`src/sv/drs_pkg.sv`:
```
// Package for the disk request scheduler: command, status, policy and state codes,
// the control structs that pass between the cells, the picker and the controller,
// and the default sizes. It depends on nothing else.
package drs_pkg;

    localparam int unsigned DEF_QUEUE_DEPTH = 16;
    localparam int unsigned DEF_BLOCK_BITS  = 16;
    localparam int unsigned FIELD_BITS      = 16;
    localparam int unsigned CFG_ADDR_W      = 3;
    localparam int unsigned CFG_DATA_W      = 32;

    typedef enum logic {
        CMD_INSERT   = 1'b0,
        CMD_DISPATCH = 1'b1
    } t_cmd;

    typedef enum logic [1:0] {
        ST_INSERTED   = 2'd0,
        ST_DISPATCHED = 2'd1,
        ST_FULL       = 2'd2,
        ST_EMPTY      = 2'd3
    } t_status;

    typedef enum logic [1:0] {
        POL_FIFO  = 2'd0,
        POL_SSTF  = 2'd1,
        POL_CLOOK = 2'd2
    } t_policy;

    typedef enum logic [1:0] {
        S_IDLE,
        S_SCAN,
        S_REMOVE
    } t_state;

    typedef enum logic {
        REG_POLICY = 1'b0
    } t_reg_index;

    typedef struct packed {
        logic load;
        logic shift;
    } t_cell_ctrl;

    typedef struct packed {
        logic sample;
        logic first;
    } t_pick_ctrl;

endpackage

```
`src/sv/drs_cell.sv`:
```
// One cell of the request ring: holds one queued block number.
// It takes its neighbour's entry on a shift or the new request on a load.
// Depends on drs_pkg for the control struct.
module drs_cell #(
    parameter int unsigned BLOCK_BITS = drs_pkg::DEF_BLOCK_BITS
) (
    input  logic                   i_clk,
    input  drs_pkg::t_cell_ctrl    i_ctrl,
    input  logic [BLOCK_BITS-1:0]  i_wr_data,
    input  logic [BLOCK_BITS-1:0]  i_next_data,
    output logic [BLOCK_BITS-1:0]  o_data
);
    import drs_pkg::*;

    logic [BLOCK_BITS-1:0] r_entry;

    always_ff @(posedge i_clk) begin
        if (i_ctrl.shift) begin
            r_entry <= i_next_data;
        end else if (i_ctrl.load) begin
            r_entry <= i_wr_data;
        end
    end

    assign o_data = r_entry;

endmodule

```
`src/sv/drs_picker.sv`:
```
// Selection unit at the front of the ring: sees one entry per cycle and keeps the
// best candidate for each policy, with ties going to the oldest entry.
// Depends on drs_pkg for the policy codes and the control struct.
module drs_picker #(
    parameter int unsigned BLOCK_BITS = drs_pkg::DEF_BLOCK_BITS,
    parameter int unsigned IDX_W      = 4
) (
    input  logic                   i_clk,
    input  drs_pkg::t_pick_ctrl    i_ctrl,
    input  drs_pkg::t_policy       i_policy,
    input  logic [IDX_W-1:0]       i_step,
    input  logic [BLOCK_BITS-1:0]  i_head,
    input  logic [BLOCK_BITS-1:0]  i_data,
    output logic [IDX_W-1:0]       o_idx,
    output logic [BLOCK_BITS-1:0]  o_block
);
    import drs_pkg::*;

    logic [BLOCK_BITS-1:0] r_first_val;
    logic [IDX_W-1:0]      r_best_idx;
    logic [BLOCK_BITS-1:0] r_best_val;
    logic [BLOCK_BITS-1:0] r_best_dist;
    logic [IDX_W-1:0]      r_low_idx;
    logic [BLOCK_BITS-1:0] r_low_val;
    logic [IDX_W-1:0]      r_up_idx;
    logic [BLOCK_BITS-1:0] r_up_val;
    logic                  r_up_found;

    logic [BLOCK_BITS-1:0] w_dist;
    logic                  w_take_best;
    logic                  w_take_low;
    logic                  w_take_up;

    always_comb begin
        w_dist      = (i_data > i_head) ? (i_data - i_head) : (i_head - i_data);
        w_take_best = i_ctrl.first || (w_dist < r_best_dist);
        w_take_low  = i_ctrl.first || (i_data < r_low_val);
        w_take_up   = (i_data >= i_head) &&
                      (i_ctrl.first || !r_up_found || (i_data < r_up_val));
    end

    always_ff @(posedge i_clk) begin
        if (i_ctrl.sample) begin
            if (i_ctrl.first) begin
                r_first_val <= i_data;
                r_up_found  <= 1'b0;
            end
            if (w_take_best) begin
                r_best_idx  <= i_step;
                r_best_val  <= i_data;
                r_best_dist <= w_dist;
            end
            if (w_take_low) begin
                r_low_idx <= i_step;
                r_low_val <= i_data;
            end
            if (w_take_up) begin
                r_up_idx   <= i_step;
                r_up_val   <= i_data;
                r_up_found <= 1'b1;
            end
        end
    end

    always_comb begin
        unique case (i_policy)
            POL_SSTF: begin
                o_idx   = r_best_idx;
                o_block = r_best_val;
            end
            POL_CLOOK: begin
                o_idx   = r_up_found ? r_up_idx : r_low_idx;
                o_block = r_up_found ? r_up_val : r_low_val;
            end
            default: begin
                o_idx   = '0;
                o_block = r_first_val;
            end
        endcase
    end

endmodule

```
`src/sv/disk_request_scheduler.sv`:
```
// Disk request scheduler: a queue of up to QUEUE_DEPTH block numbers held in a ring of
// cells. An insert item is answered straight from the idle state. A dispatch item on
// a non-empty queue goes through the states in order: the idle state accepts it, the
// scan state rotates the whole ring once past the picker at its front, and the remove
// state closes the gap left by the chosen entry. Inserts into a full queue and
// dispatches from an empty queue are also answered straight from the idle state.
// Results wait in an output register; a new item is taken when the sequencer is idle
// and that register is free or is being emptied. The policy register is at address 0
// of the APB-style port. Depends on drs_pkg, drs_cell and drs_picker.
module disk_request_scheduler #(
    parameter int unsigned QUEUE_DEPTH = drs_pkg::DEF_QUEUE_DEPTH,
    parameter int unsigned BLOCK_BITS  = drs_pkg::DEF_BLOCK_BITS
) (
    input  logic                                i_clk,
    input  logic                                i_rst_n,
    input  logic                                i_valid,
    output logic                                o_ready,
    input  logic                                i_cmd,
    input  logic [drs_pkg::FIELD_BITS-1:0]      i_request_block,
    input  logic [drs_pkg::FIELD_BITS-1:0]      i_head_position,
    output logic                                o_valid,
    input  logic                                i_ready,
    output logic [1:0]                          o_status,
    output logic [drs_pkg::FIELD_BITS-1:0]      o_chosen_block,
    output logic [$clog2(QUEUE_DEPTH+1)-1:0]    o_pending,
    input  logic                                psel,
    input  logic                                penable,
    input  logic                                pwrite,
    input  logic [drs_pkg::CFG_ADDR_W-1:0]      paddr,
    input  logic [drs_pkg::CFG_DATA_W-1:0]      pwdata,
    output logic [drs_pkg::CFG_DATA_W-1:0]      prdata,
    output logic                                pready
);
    import drs_pkg::*;

    localparam int unsigned CNT_W = $clog2(QUEUE_DEPTH + 1);
    localparam int unsigned IDX_W = $clog2(QUEUE_DEPTH);
    localparam int unsigned MIN_W = (BLOCK_BITS < FIELD_BITS) ? BLOCK_BITS : FIELD_BITS;

    t_state                r_state, n_state;
    logic [CNT_W-1:0]      r_count, n_count;
    logic [IDX_W-1:0]      r_step, n_step;
    logic [BLOCK_BITS-1:0] r_head;
    t_policy               r_policy;
    logic                  r_out_valid;
    t_status               r_out_status;
    logic [BLOCK_BITS-1:0] r_out_block;
    logic [CNT_W-1:0]      r_out_pending;

    logic                  w_in_fire;
    logic [BLOCK_BITS-1:0] w_blk;
    logic [BLOCK_BITS-1:0] w_head;
    logic                  w_load_out;
    t_status               w_out_status;
    logic [BLOCK_BITS-1:0] w_out_block;
    logic                  w_cell_load;
    logic                  w_rotate;
    logic                  w_remove;
    t_pick_ctrl            w_pick_ctrl;
    logic [IDX_W-1:0]      w_pick_idx;
    logic [BLOCK_BITS-1:0] w_pick_block;
    logic                  w_cfg_wr;

    logic [BLOCK_BITS-1:0] w_cell_data [QUEUE_DEPTH];
    t_cell_ctrl            w_cell_ctrl [QUEUE_DEPTH];

    assign o_ready   = (r_state == S_IDLE) && (!r_out_valid || i_ready);
    assign w_in_fire = i_valid && o_ready;

    always_comb begin
        w_blk               = '0;
        w_head              = '0;
        w_blk[MIN_W-1:0]    = i_request_block[MIN_W-1:0];
        w_head[MIN_W-1:0]   = i_head_position[MIN_W-1:0];
    end

    // Configuration port.
    assign pready   = 1'b1;
    assign w_cfg_wr = psel && penable && pwrite && pready && (paddr[2] == REG_POLICY);

    always_comb begin
        prdata = '0;
        if (paddr[2] == REG_POLICY) begin
            prdata[1:0] = r_policy;
        end
    end

    always_ff @(posedge i_clk) begin
        if (!i_rst_n) begin
            r_policy <= POL_FIFO;
        end else if (w_cfg_wr) begin
            r_policy <= t_policy'(pwdata[1:0]);
        end
    end

    // Sequencer.
    always_ff @(posedge i_clk) begin
        if (!i_rst_n) begin
            r_state <= S_IDLE;
            r_count <= '0;
            r_step  <= '0;
        end else begin
            r_state <= n_state;
            r_count <= n_count;
            r_step  <= n_step;
        end
    end

    always_ff @(posedge i_clk) begin
        if (w_in_fire) begin
            r_head <= w_head;
        end
    end

    always_comb begin
        n_state      = r_state;
        n_count      = r_count;
        n_step       = r_step;
        w_load_out   = 1'b0;
        w_out_status = ST_INSERTED;
        w_out_block  = '0;
        w_cell_load  = 1'b0;
        w_rotate     = 1'b0;
        w_remove     = 1'b0;
        w_pick_ctrl  = '0;
        unique case (r_state)
            S_IDLE: begin
                if (w_in_fire) begin
                    if (t_cmd'(i_cmd) == CMD_INSERT) begin
                        w_load_out = 1'b1;
                        if (r_count == CNT_W'(QUEUE_DEPTH)) begin
                            w_out_status = ST_FULL;
                        end else begin
                            w_cell_load  = 1'b1;
                            n_count      = r_count + 1'b1;
                            w_out_status = ST_INSERTED;
                        end
                    end else if (r_count == '0) begin
                        w_load_out   = 1'b1;
                        w_out_status = ST_EMPTY;
                    end else begin
                        n_state = S_SCAN;
                        n_step  = '0;
                    end
                end
            end
            S_SCAN: begin
                w_rotate           = 1'b1;
                w_pick_ctrl.sample = (CNT_W'(r_step) < r_count);
                w_pick_ctrl.first  = (r_step == '0);
                n_step             = r_step + 1'b1;
                if (r_step == IDX_W'(QUEUE_DEPTH - 1)) begin
                    n_state = S_REMOVE;
                end
            end
            S_REMOVE: begin
                w_remove     = 1'b1;
                n_count      = r_count - 1'b1;
                w_load_out   = 1'b1;
                w_out_status = ST_DISPATCHED;
                w_out_block  = w_pick_block;
                n_state      = S_IDLE;
            end
            default: begin
                n_state = S_IDLE;
            end
        endcase
    end

    // Ring of cells; cell 0 holds the oldest entry and faces the picker.
    for (genvar k = 0; k < QUEUE_DEPTH; k++) begin : g_cell
        always_comb begin
            w_cell_ctrl[k].load  = w_cell_load && (r_count == CNT_W'(k));
            w_cell_ctrl[k].shift = w_rotate ||
                                   (w_remove && (w_pick_idx <= IDX_W'(k)) &&
                                    (k < QUEUE_DEPTH - 1));
        end

        drs_cell #(
            .BLOCK_BITS (BLOCK_BITS)
        ) u_cell (
            .i_clk       (i_clk),
            .i_ctrl      (w_cell_ctrl[k]),
            .i_wr_data   (w_blk),
            .i_next_data (w_cell_data[(k + 1) % QUEUE_DEPTH]),
            .o_data      (w_cell_data[k])
        );
    end

    drs_picker #(
        .BLOCK_BITS (BLOCK_BITS),
        .IDX_W      (IDX_W)
    ) u_picker (
        .i_clk    (i_clk),
        .i_ctrl   (w_pick_ctrl),
        .i_policy (r_policy),
        .i_step   (r_step),
        .i_head   (r_head),
        .i_data   (w_cell_data[0]),
        .o_idx    (w_pick_idx),
        .o_block  (w_pick_block)
    );

    // Output register.
    always_ff @(posedge i_clk) begin
        if (!i_rst_n) begin
            r_out_valid <= 1'b0;
        end else if (w_load_out) begin
            r_out_valid <= 1'b1;
        end else if (i_ready) begin
            r_out_valid <= 1'b0;
        end
    end

    always_ff @(posedge i_clk) begin
        if (w_load_out) begin
            r_out_status  <= w_out_status;
            r_out_block   <= w_out_block;
            r_out_pending <= n_count;
        end
    end

    always_comb begin
        o_chosen_block              = '0;
        o_chosen_block[MIN_W-1:0]   = r_out_block[MIN_W-1:0];
    end

    assign o_valid   = r_out_valid;
    assign o_status  = r_out_status;
    assign o_pending = r_out_pending;

`ifndef SYNTH
    a_count_bound: assert property (@(posedge i_clk) disable iff (!i_rst_n)
        r_count <= CNT_W'(QUEUE_DEPTH))
        else $error("queue count exceeds depth");

    a_dispatch_scans: assert property (@(posedge i_clk) disable iff (!i_rst_n)
        (w_in_fire && (t_cmd'(i_cmd) == CMD_DISPATCH) && (r_count != '0))
        |=> (r_state == S_SCAN))
        else $error("dispatch on a non-empty queue did not start a scan");

    a_remove_decrements: assert property (@(posedge i_clk) disable iff (!i_rst_n)
        (r_state == S_REMOVE) |=> (r_count == $past(r_count) - 1'b1))
        else $error("removal did not shorten the queue by one");

    a_out_free_on_remove: assert property (@(posedge i_clk) disable iff (!i_rst_n)
        (r_state == S_REMOVE) |-> !r_out_valid)
        else $error("dispatch result would overwrite a waiting item");

    a_pick_in_range: assert property (@(posedge i_clk) disable iff (!i_rst_n)
        (r_state == S_REMOVE) |-> (CNT_W'(w_pick_idx) < r_count))
        else $error("picked entry lies beyond the queued entries");
`endif

endmodule
```
`config.mk`:
```
export PLATFORM = sky130hd
export DESIGN_NAME = disk_request_scheduler
export DESIGN_NICKNAME = d
export VERILOG_FILES = /design/src/sv/drs_pkg.sv /design/src/sv/drs_cell.sv /design/src/sv/drs_picker.sv /design/src/sv/disk_request_scheduler.sv
export SDC_FILE = /design/constraint.sdc
export NUM_CORES = 1
export LEC_CHECK = 0
export BUFFER_PORTS_ARGS = -buffer_cell sky130_fd_sc_hd__buf_2
export CORE_UTILIZATION = 55
export CTS_BUF_LIST = sky130_fd_sc_hd__clkbuf_2 sky130_fd_sc_hd__clkbuf_4 sky130_fd_sc_hd__clkbuf_8
export DETAILED_ROUTE_END_ITERATION = 16
export GPL_ROUTABILITY_DRIVEN = 1
export GPL_TIMING_DRIVEN = 0
export PLACE_DENSITY = 0.77
export SYNTH_ARGS = -nofsm -noshare
export SYNTH_HDL_FRONTEND = slang
export SYNTH_SLANG_ARGS = --single-unit
```
`constraint.sdc`:
```
create_clock -name i_clk -period 6.07 [get_ports i_clk]
set_input_delay 0.607 -clock i_clk [delete_from_list [all_inputs] [get_ports i_clk]]
set_output_delay 0.607 -clock i_clk [all_outputs]
set_load 0.005 [all_outputs]
```
### Word-level counts from Yosys, hierarchy flattened

Cells that the tools add are included.

| storage, ports and cells | value |
|---|---|
| bits in registers | 402 |
| latch bits | 0 |
| RAM bits | 0 |
| ROM bits | 0 |
| input bits | 75 |
| output and inout port bits | 58 |
| word-level logic and storage cells | 244 |
| memories kept | 0 |

| operators by class | value |
|---|---|
| $add $sub $neg | 5 |
| $mul | 0 |
| div/mod/pow operators | 0 |
| $lt $le $gt $ge | 21 |
| equal/unequal tests | 25 |
| shifts and indexed selects | 0 |
| mux-type cells | 70 |
| bitwise gates (word level) | 1 |
| reduce and logical (&&, ||, !) cells | 88 |

Operators with widths:

| kind | number |
|---|---|
| 16-bit 2-to-1 mux | 34 |
| 16-bit less-than comparator | 3 |
| 5-bit by 4-bit equality test with 1-bit output, second input constant | 8 |
| 2-bit nonzero test | 19 |
| 1-bit logical AND | 37 |
| 16-bit one-hot mux with 2 select lines | 1 |
| 16-bit subtractor | 2 |
| 4-bit <= comparator, second input constant | 7 |
| 5-bit by 3-bit equality test with 1-bit output, second input constant | 4 |
| 1-bit logical OR | 20 |
| 2-bit 2-to-1 mux | 10 |
| 16-bit greater-or-equal comparator | 1 |
| 16-bit > comparator | 1 |
| 4-bit by 3-bit <= comparator with 1-bit output, second input constant | 4 |
| 4-bit 2-to-1 mux | 4 |
| 4-bit one-hot mux with 2 select lines | 2 |
| 5-bit 2-to-1 mux | 3 |
| 1-bit 2-to-1 mux | 12 |
| 5-bit by 2-bit equality test with 1-bit output, second input constant | 2 |
| 5-bit one-hot mux with 2 select lines | 1 |
| 2-bit AND reduction | 5 |
| 4-bit by 1-bit <= comparator with 1-bit output, second input constant | 2 |
| 4-bit by 2-bit <= comparator with 1-bit output, second input constant | 2 |
| 2-bit != test, second input constant | 4 |
| 17 further kinds | 22 |

### Depth between registers and ports, before layout

| depth | value |
|---|---|
| word-level depth | 9 |
| depth in mapped cells | 20 |
| depth with buffers taken out | 19 |

### Modules after synthesis

A second synthesis with hierarchy kept.

| unflattened totals | value |
|---|---|
| cell total of the unflattened synthesis | 1421 |
| area total of the unflattened synthesis | 20812.5 µm² |

Modules (own cells, without submodules):

| module | times used | cells each | area each (µm²) | seq. area each (µm²) |
|---|---|---|---|---|
| drs_cell | 16 | 35 | 732.0 | 480.5 |
| drs_picker | 1 | 589 | 6229.7 | 2792.7 |
| disk_request_scheduler | 1 | 272 | 2871.5 | 1451.4 |

### Worst setup path before layout

No wires, ideal clock.

| path | value |
|---|---|
| path kind | register -> register |
| start point | reg g_cell[0].u_cell.r_entry[6] |
| end point | reg u_picker.r_best_dist[0] (enable) |
| library setup time | 0.379 ns |
| arrival | 3.905 ns |
| required time | 5.691 ns |
| slack | 1.786 ns |
| stages on the path, launching flop included | 18 |
| buffers on the path | 2 |
| clock period less this slack | 4.284 ns |
| cells stage by stage | edfxtp_1 > ha_1 > buf_2 > nand3_1 > or4_1 > nor2_1 > a21oi_2 > buf_6 > mux2i_1 > xnor2_1 > ha_1 > a21oi_1 > nor2b_1 > o21ai_0 > a21oi_1 > o21a_1 > o21ai_0 > a31o_2 |

| between the ends | value |
|---|---|
| word-level cells in the longest chain between the ends | 5 |
| elaborated cells between the ends (all ways) | 7 |
| classes of those cells | add/sub (2); order compare (2); mux (1); reduce/logical (2) |

RTL lines:

| item | line | source |
|---|---|---|
| start: declaration | drs_cell.sv:15 | `logic [BLOCK_BITS-1:0] r_entry;` |
| start signal: assignment | drs_cell.sv:19 | `r_entry <= i_next_data;` |
| start signal: assignment | drs_cell.sv:21 | `r_entry <= i_wr_data;` |
| 16-bit subtractor or 16-bit > comparator (tied branches) | drs_picker.sv:35 | `w_dist = (i_data > i_head) ? (i_data - i_head) : (i_head - i_data);` |
| 16-bit 2-to-1 mux (*) | drs_picker.sv:35 |  |
| named net u_picker.w_dist[9] | drs_picker.sv:29 | `logic [BLOCK_BITS-1:0] w_dist;` |
| 16-bit less-than comparator (*) | drs_picker.sv:36 | `w_take_best = i_ctrl.first \|\| (w_dist < r_best_dist);` |
| 1-bit logical OR (*) | drs_picker.sv:36 |  |
| 2-bit AND reduction (no source line) (*) | n/a |  |
| end signal: assignment | drs_picker.sv:51 | `r_best_dist <= w_dist;` |
| end: declaration | drs_picker.sv:22 | `logic [BLOCK_BITS-1:0] r_best_dist;` |

Mark *: on every way through the listed nets, which the timed path passes. The rest lies on a longest branch.
A chain may end at the register's enable or synchronous reset.

### Final worst setup path

| path | value |
|---|---|
| start point | reg g_cell[0].u_cell.r_entry[0] |
| end point | reg u_picker.r_best_val[14] (enable) |

| between the ends | value |
|---|---|
| word-level cells in the longest chain between the ends | 5 |
| elaborated cells between the ends (all ways) | 7 |
| classes of those cells | add/sub (2); order compare (2); mux (1); reduce/logical (2) |

RTL lines:

| item | line | source |
|---|---|---|
| 16-bit subtractor or 16-bit > comparator (tied branches) | drs_picker.sv:35 |  |
| 16-bit 2-to-1 mux (*) | drs_picker.sv:35 |  |
| named net u_picker.w_dist[9] | drs_picker.sv:29 |  |
| 16-bit less-than comparator (*) | drs_picker.sv:36 |  |
| 1-bit logical OR (*) | drs_picker.sv:36 |  |
| 2-bit AND reduction (no source line) (*) | n/a |  |
| end signal: assignment | drs_picker.sv:50 | `r_best_val <= i_data;` |
| end: declaration | drs_picker.sv:21 | `logic [BLOCK_BITS-1:0] r_best_val;` |

Marked as above.

==> metrics.txt <==
# TYPE chip_impl_metric gauge
chip_impl_metric{name="vdd.ir_drop.worst",unit="V"} 0.0002294
chip_impl_info{name="reg2reg_from",value="g_cell[0].u_cell.o_data[0]"} 1
chip_impl_metric{name="cts-buffers-inserted",unit=""} 66
chip_impl_info{name="hold_path_class",value="in -> reg"} 1
chip_impl_metric{name="gp_congestion",unit=""} 0.9122
chip_impl_metric{name="fp.dieArea",unit="um^2"} 36990
chip_impl_metric{name="clk_transition_reported_paths",unit="ns"} 0.06
chip_impl_metric{name="synth.yosys.seq_area_share",unit="%"} 59.88
chip_impl_metric{name="cts_setup_buffers",unit=""} 0
chip_impl_metric{name="die_h",unit="um"} 192.3
chip_impl_metric{name="met2_track_demand_over_resource_in_global_routing",unit="%"} 40.25
chip_impl_metric{name="post_layout_nonfiller_instances",unit=""} 2139
chip_impl_metric{name="ys_async_sr_fraction",unit="%"} 0
chip_impl_metric{name="drt_iter0_drc",unit=""} 805
chip_impl_metric{name="design.final.nets",unit=""} 1800
chip_impl_metric{name="powerDensity",unit="nW/um^2"} 294.3
chip_impl_metric{name="viasPerCell",unit=""} 5.663
chip_impl_metric{name="antenna-diode-count",unit=""} 0
chip_impl_metric{name="timing.setup.tns",unit="ns"} 0
chip_impl_info{name="worst_r2r_endpoint",value="u_picker.r_best_val[14]"} 1
chip_impl_metric{name="port-buffer-count",unit=""} 69
chip_impl_info{name="ys_top_cells_by_count",value="388 x sky130_fd_sc_hd__edfxtp_1, 208 x sky130_fd_sc_hd__mux2_2, 109 x sky130_fd_sc_hd__nand2_1, 98 x sky130_fd_sc_hd__inv_1, 89 x sky130_fd_sc_hd__ha_1"} 1
chip_impl_metric{name="fillerInstances",unit=""} 2628
chip_impl_metric{name="layout_worst_path_cycle_share",unit="%"} 91.14
chip_impl_metric{name="largest_net_degree_at_the_start_of_global_routing",unit=""} 37
chip_impl_metric{name="relSlewSlack",unit="%"} 27.64
chip_impl_metric{name="first_pass_iters",unit=""} 6
chip_impl_metric{name="whs_path_depth",unit=""} 1
chip_impl_metric{name="post-dp-hpwl",unit="mm"} 31.14
chip_impl_metric{name="finalSetupViolCount",unit=""} 0
chip_impl_info{name="global_route.peak_usage_layer",value="met2"} 1
chip_impl_info{name="outcome",value="finished clean"} 1
chip_impl_metric{name="final_max_tran_viols",unit=""} 0
chip_impl_metric{name="worst-r2r-cell-count",unit=""} 20
chip_impl_metric{name="yosysTopAreaCellShare",unit="%"} 58.47
chip_impl_metric{name="timing.final.hold_violations",unit=""} 0
chip_impl_metric{name="floorplan.io_pins",unit=""} 133
chip_impl_metric{name="reg2reg_setup_slack",unit="ns"} 0.54
chip_impl_metric{name="resized_cells_post_cts",unit=""} 0
chip_impl_metric{name="globalRouteMet3Util",unit="%"} 4.292
chip_impl_metric{name="total_global_routing_track_utilization",unit="%"} 24.06
chip_impl_info{name="synth.area.top_cells",value="sky130_fd_sc_hd__edfxtp_1 58%, sky130_fd_sc_hd__mux2_2 12%, sky130_fd_sc_hd__ha_1 5.6%"} 1
chip_impl_metric{name="post_drt_wl_per_cell",unit="um"} 20.26
chip_impl_metric{name="dp_cells",unit=""} 2026
chip_impl_metric{name="drt.antenna.violating_nets",unit=""} 0
chip_impl_metric{name="p_leak",unit="nW"} 8.613
chip_impl_info{name="crit_path_start_kind",value="flop"} 1
chip_impl_metric{name="dr_total_vias",unit=""} 12110
chip_impl_metric{name="number_of_enable_flip_flop_cells_after_synthesis",unit=""} 388
chip_impl_metric{name="synth_warnings",unit=""} 0
chip_impl_metric{name="worst_slew_pin_slew",unit="ns"} 1.085
chip_impl_metric{name="synth-seq-cells",unit=""} 402
chip_impl_metric{name="drc",unit=""} 0
chip_impl_info{name="cts_root_buf",value="sky130_fd_sc_hd__clkbuf_8"} 1
chip_impl_metric{name="worst_clock_skew",unit="ns"} 0.02979
chip_impl_info{name="synth_most_common_cell",value="sky130_fd_sc_hd__edfxtp_1"} 1
chip_impl_metric{name="ctsHtreeMaxLevel",unit=""} 3
chip_impl_metric{name="gr-usage-met1",unit="%"} 30.57
chip_impl_metric{name="final_layout_size_suffix_gt1_share",unit="%"} 30.15
chip_impl_metric{name="synthDistinctLibCells",unit=""} 70
chip_impl_info{name="hold-path-endpoint",value="r_head[5]"} 1
chip_impl_metric{name="drv.max_cap_violation_count",unit=""} 0
chip_impl_metric{name="min_period",unit="ns"} 5.532
chip_impl_info{name="criticalPathCategory",value="reg -> reg"} 1
chip_impl_info{name="timing.hold.worst.start",value="i_head_position[5]"} 1
chip_impl_metric{name="placeable_area",unit="um^2"} 35570
chip_impl_metric{name="cts_hold_repair.buffers",unit=""} 0
chip_impl_metric{name="overflow",unit=""} 0
chip_impl_metric{name="area_growth",unit="%"} 12.04
chip_impl_metric{name="timing.critical_path.fanout_max",unit=""} 36
chip_impl_metric{name="achievable-frequency",unit="GHz"} 0.1808
chip_impl_info{name="cts_tree",value="yes"} 1
chip_impl_metric{name="routed_wirelength",unit="mm"} 43.35
chip_impl_metric{name="clock_tree.buffer_depth",unit=""} 3
chip_impl_metric{name="syn-cell-area",unit="um^2"} 19930
chip_impl_info{name="cell_taking_the_most_area_after_synthesis",value="sky130_fd_sc_hd__edfxtp_1"} 1
chip_impl_metric{name="first_global_vias",unit=""} 12290
chip_impl_info{name="worst_setup_path_end_kind",value="flop"} 1
chip_impl_metric{name="grt_pass1_wl",unit="mm"} 67.12
chip_impl_metric{name="postSynthCellCount",unit=""} 1458
chip_impl_metric{name="placementRows",unit=""} 69
chip_impl_metric{name="antenna_found_initial",unit=""} 0
chip_impl_metric{name="die_w",unit="um"} 192.3
chip_impl_metric{name="floorplan.initialDensity",unit="%"} 56.02
chip_impl_metric{name="clock_sinks",unit=""} 402
chip_impl_metric{name="timing.critical_path.arrival",unit="ns"} 5.73
chip_impl_info{name="ys_dominant_reg_cell",value="sky130_fd_sc_hd__edfxtp_1"} 1
chip_impl_info{name="rsz0062_at_grt",value="no"} 1
chip_impl_metric{name="postSynthAreaPerCell",unit="um^2"} 13.67
chip_impl_metric{name="cp.required",unit="ns"} 6.27
chip_impl_metric{name="clock_latency",unit="ns"} 0.60
[cell families after synthesis]
| kind of cell | synth area share [%] |
|---|---|
| flip-flops | 59.88 |
| buffers and inverters | 4.898 |
| multiplexers | 14.25 |
| AND/OR/NAND/NOR | 5.790 |
| adder cells (fa/ha/maj) | 5.790 |
| AO/OA/AOI/OAI | 8.565 |
| XOR/XNOR | 0.7912 |
| other | 0.03769 |
[through the flow]
stage	setup slack, ns	util, %	power, mW	cell area [um^2]	hold slack, ns
after floorplan	1.786	-	4.093	20030	0.4907
after global placement	0.6400	58.92	4.365	20960	0.5091
after global routing	0.1837	62.76	6.838	22320	0.1557
final	0.5380	62.76	6.570	22320	0.1878
after CTS	0.5157	62.69	6.615	22300	0.1450
after detailed placement	0.5685	59.32	4.416	21100	0.5127
[report_power, final]
group | leakage (nW) | internal [mW] | switching (mW)
clock | 0.629 | 1.14 | 1.07
sequential | 3.67 | 3.27 | 0.0842
combinational | 4.32 | 0.438 | 0.575
total | 8.61 | 4.84 | 1.73
[worst max-delay path by stage]
stage,from,end,slack [ns],cells after the start
5_1_grt,g_cell[0].u_cell.o_data[0],u_picker.r_best_val[14],0.18,20
2_1_floorplan,g_cell[0].u_cell.o_data[6],u_picker.r_best_dist[0],1.79,17
3_3_place_gp,g_cell[0].u_cell.o_data[5],u_picker.r_best_idx[3],0.64,17
3_5_place_dp,g_cell[0].u_cell.o_data[0],u_picker.r_best_idx[1],0.57,20
4_1_cts,g_cell[0].u_cell.o_data[0],u_picker.r_best_val[14],0.52,20
6_report,g_cell[0].u_cell.o_data[0],u_picker.r_best_val[14],0.54,20
[area by class of cell]
type                    instances  area [um^2]  share of cell area [%]
well taps                     461        576.8                   2.584
multi-input cells             886         7177                   32.15
plain buffers                 101        608.1                   2.724
flip-flops and latches        402        11930                   53.45
clock inverters                29        148.9                  0.6670
clock buffers                  83         1049                   4.697
inverters                      98        367.9                   1.648
repair buffers                 79        465.4                   2.085
[worst max-delay path, stage by stage, from the launching register on]
cell and delay (ns):
sky130_fd_sc_hd__edfxtp_1 0.60, sky130_fd_sc_hd__inv_1 0.16, sky130_fd_sc_hd__ha_1 0.23, sky130_fd_sc_hd__inv_1 0.07, sky130_fd_sc_hd__fa_1 0.19, sky130_fd_sc_hd__a21oi_1 0.13
sky130_fd_sc_hd__o211ai_1 0.20, sky130_fd_sc_hd__o211ai_1 0.18, sky130_fd_sc_hd__a21o_1 0.21, sky130_fd_sc_hd__a21oi_2 0.40, sky130_fd_sc_hd__buf_6 0.25, sky130_fd_sc_hd__mux2i_1 0.23
sky130_fd_sc_hd__xnor2_1 0.18, sky130_fd_sc_hd__ha_1 0.29, sky130_fd_sc_hd__a21oi_1 0.14, sky130_fd_sc_hd__nor2b_1 0.06, sky130_fd_sc_hd__o21ai_0 0.14, sky130_fd_sc_hd__a21oi_1 0.09
sky130_fd_sc_hd__o21a_1 0.17, sky130_fd_sc_hd__o21ai_0 0.32, sky130_fd_sc_hd__a31o_2 0.89
[layout by cell type (no fill, tap or decap), types with 11 or more instances in the layout]
master	netlist	layout
sky130_fd_sc_hd__edfxtp_1	388	388
sky130_fd_sc_hd__mux2_2	208	208
sky130_fd_sc_hd__nand2_1	109	109
sky130_fd_sc_hd__inv_1	98	98
sky130_fd_sc_hd__ha_1	89	89
sky130_fd_sc_hd__buf_2	11	80
sky130_fd_sc_hd__nor2_1	70	68
sky130_fd_sc_hd__clkbuf_8	0	68
sky130_fd_sc_hd__a21oi_1	54	53
sky130_fd_sc_hd__o21ai_0	56	53
sky130_fd_sc_hd__buf_4	37	41
sky130_fd_sc_hd__clkbuf_1	40	40
sky130_fd_sc_hd__conb_1	2	31
sky130_fd_sc_hd__a21o_1	30	30
sky130_fd_sc_hd__mux2_4	21	21
sky130_fd_sc_hd__a22oi_1	18	18
sky130_fd_sc_hd__mux2i_1	17	17
sky130_fd_sc_hd__clkbuf_4	0	15
sky130_fd_sc_hd__dfxtp_1	14	14
sky130_fd_sc_hd__clkinv_1	0	13
sky130_fd_sc_hd__nand3_1	12	12
sky130_fd_sc_hd__nand2b_1	12	12
sky130_fd_sc_hd__nor2b_1	11	11
sky130_fd_sc_hd__xnor2_1	11	11
[metal layers]
layer  routed length [um]  share of wire (%)
met5                    0                  0
met4                 1456                3.4
met3                 2211                5.1
met2                21280                 49
met1                18400                 42
[sequential cells by signal (all words and copies together) (netlist names), 4 cells and up]
name                  flops
r_count                   5
o_pending                 5
r_head                   16
u_picker.r_low_idx        4
u_picker.r_low_val       16
u_picker.r_first_val     16
u_picker.r_up_idx         4
g_cell.u_cell.o_data    256
r_step                    4
u_picker.r_best_dist     16
o_chosen_block           16
u_picker.r_best_idx       4
u_picker.r_up_val        16
u_picker.r_best_val      16
Power figures use the tool's default switching activity.
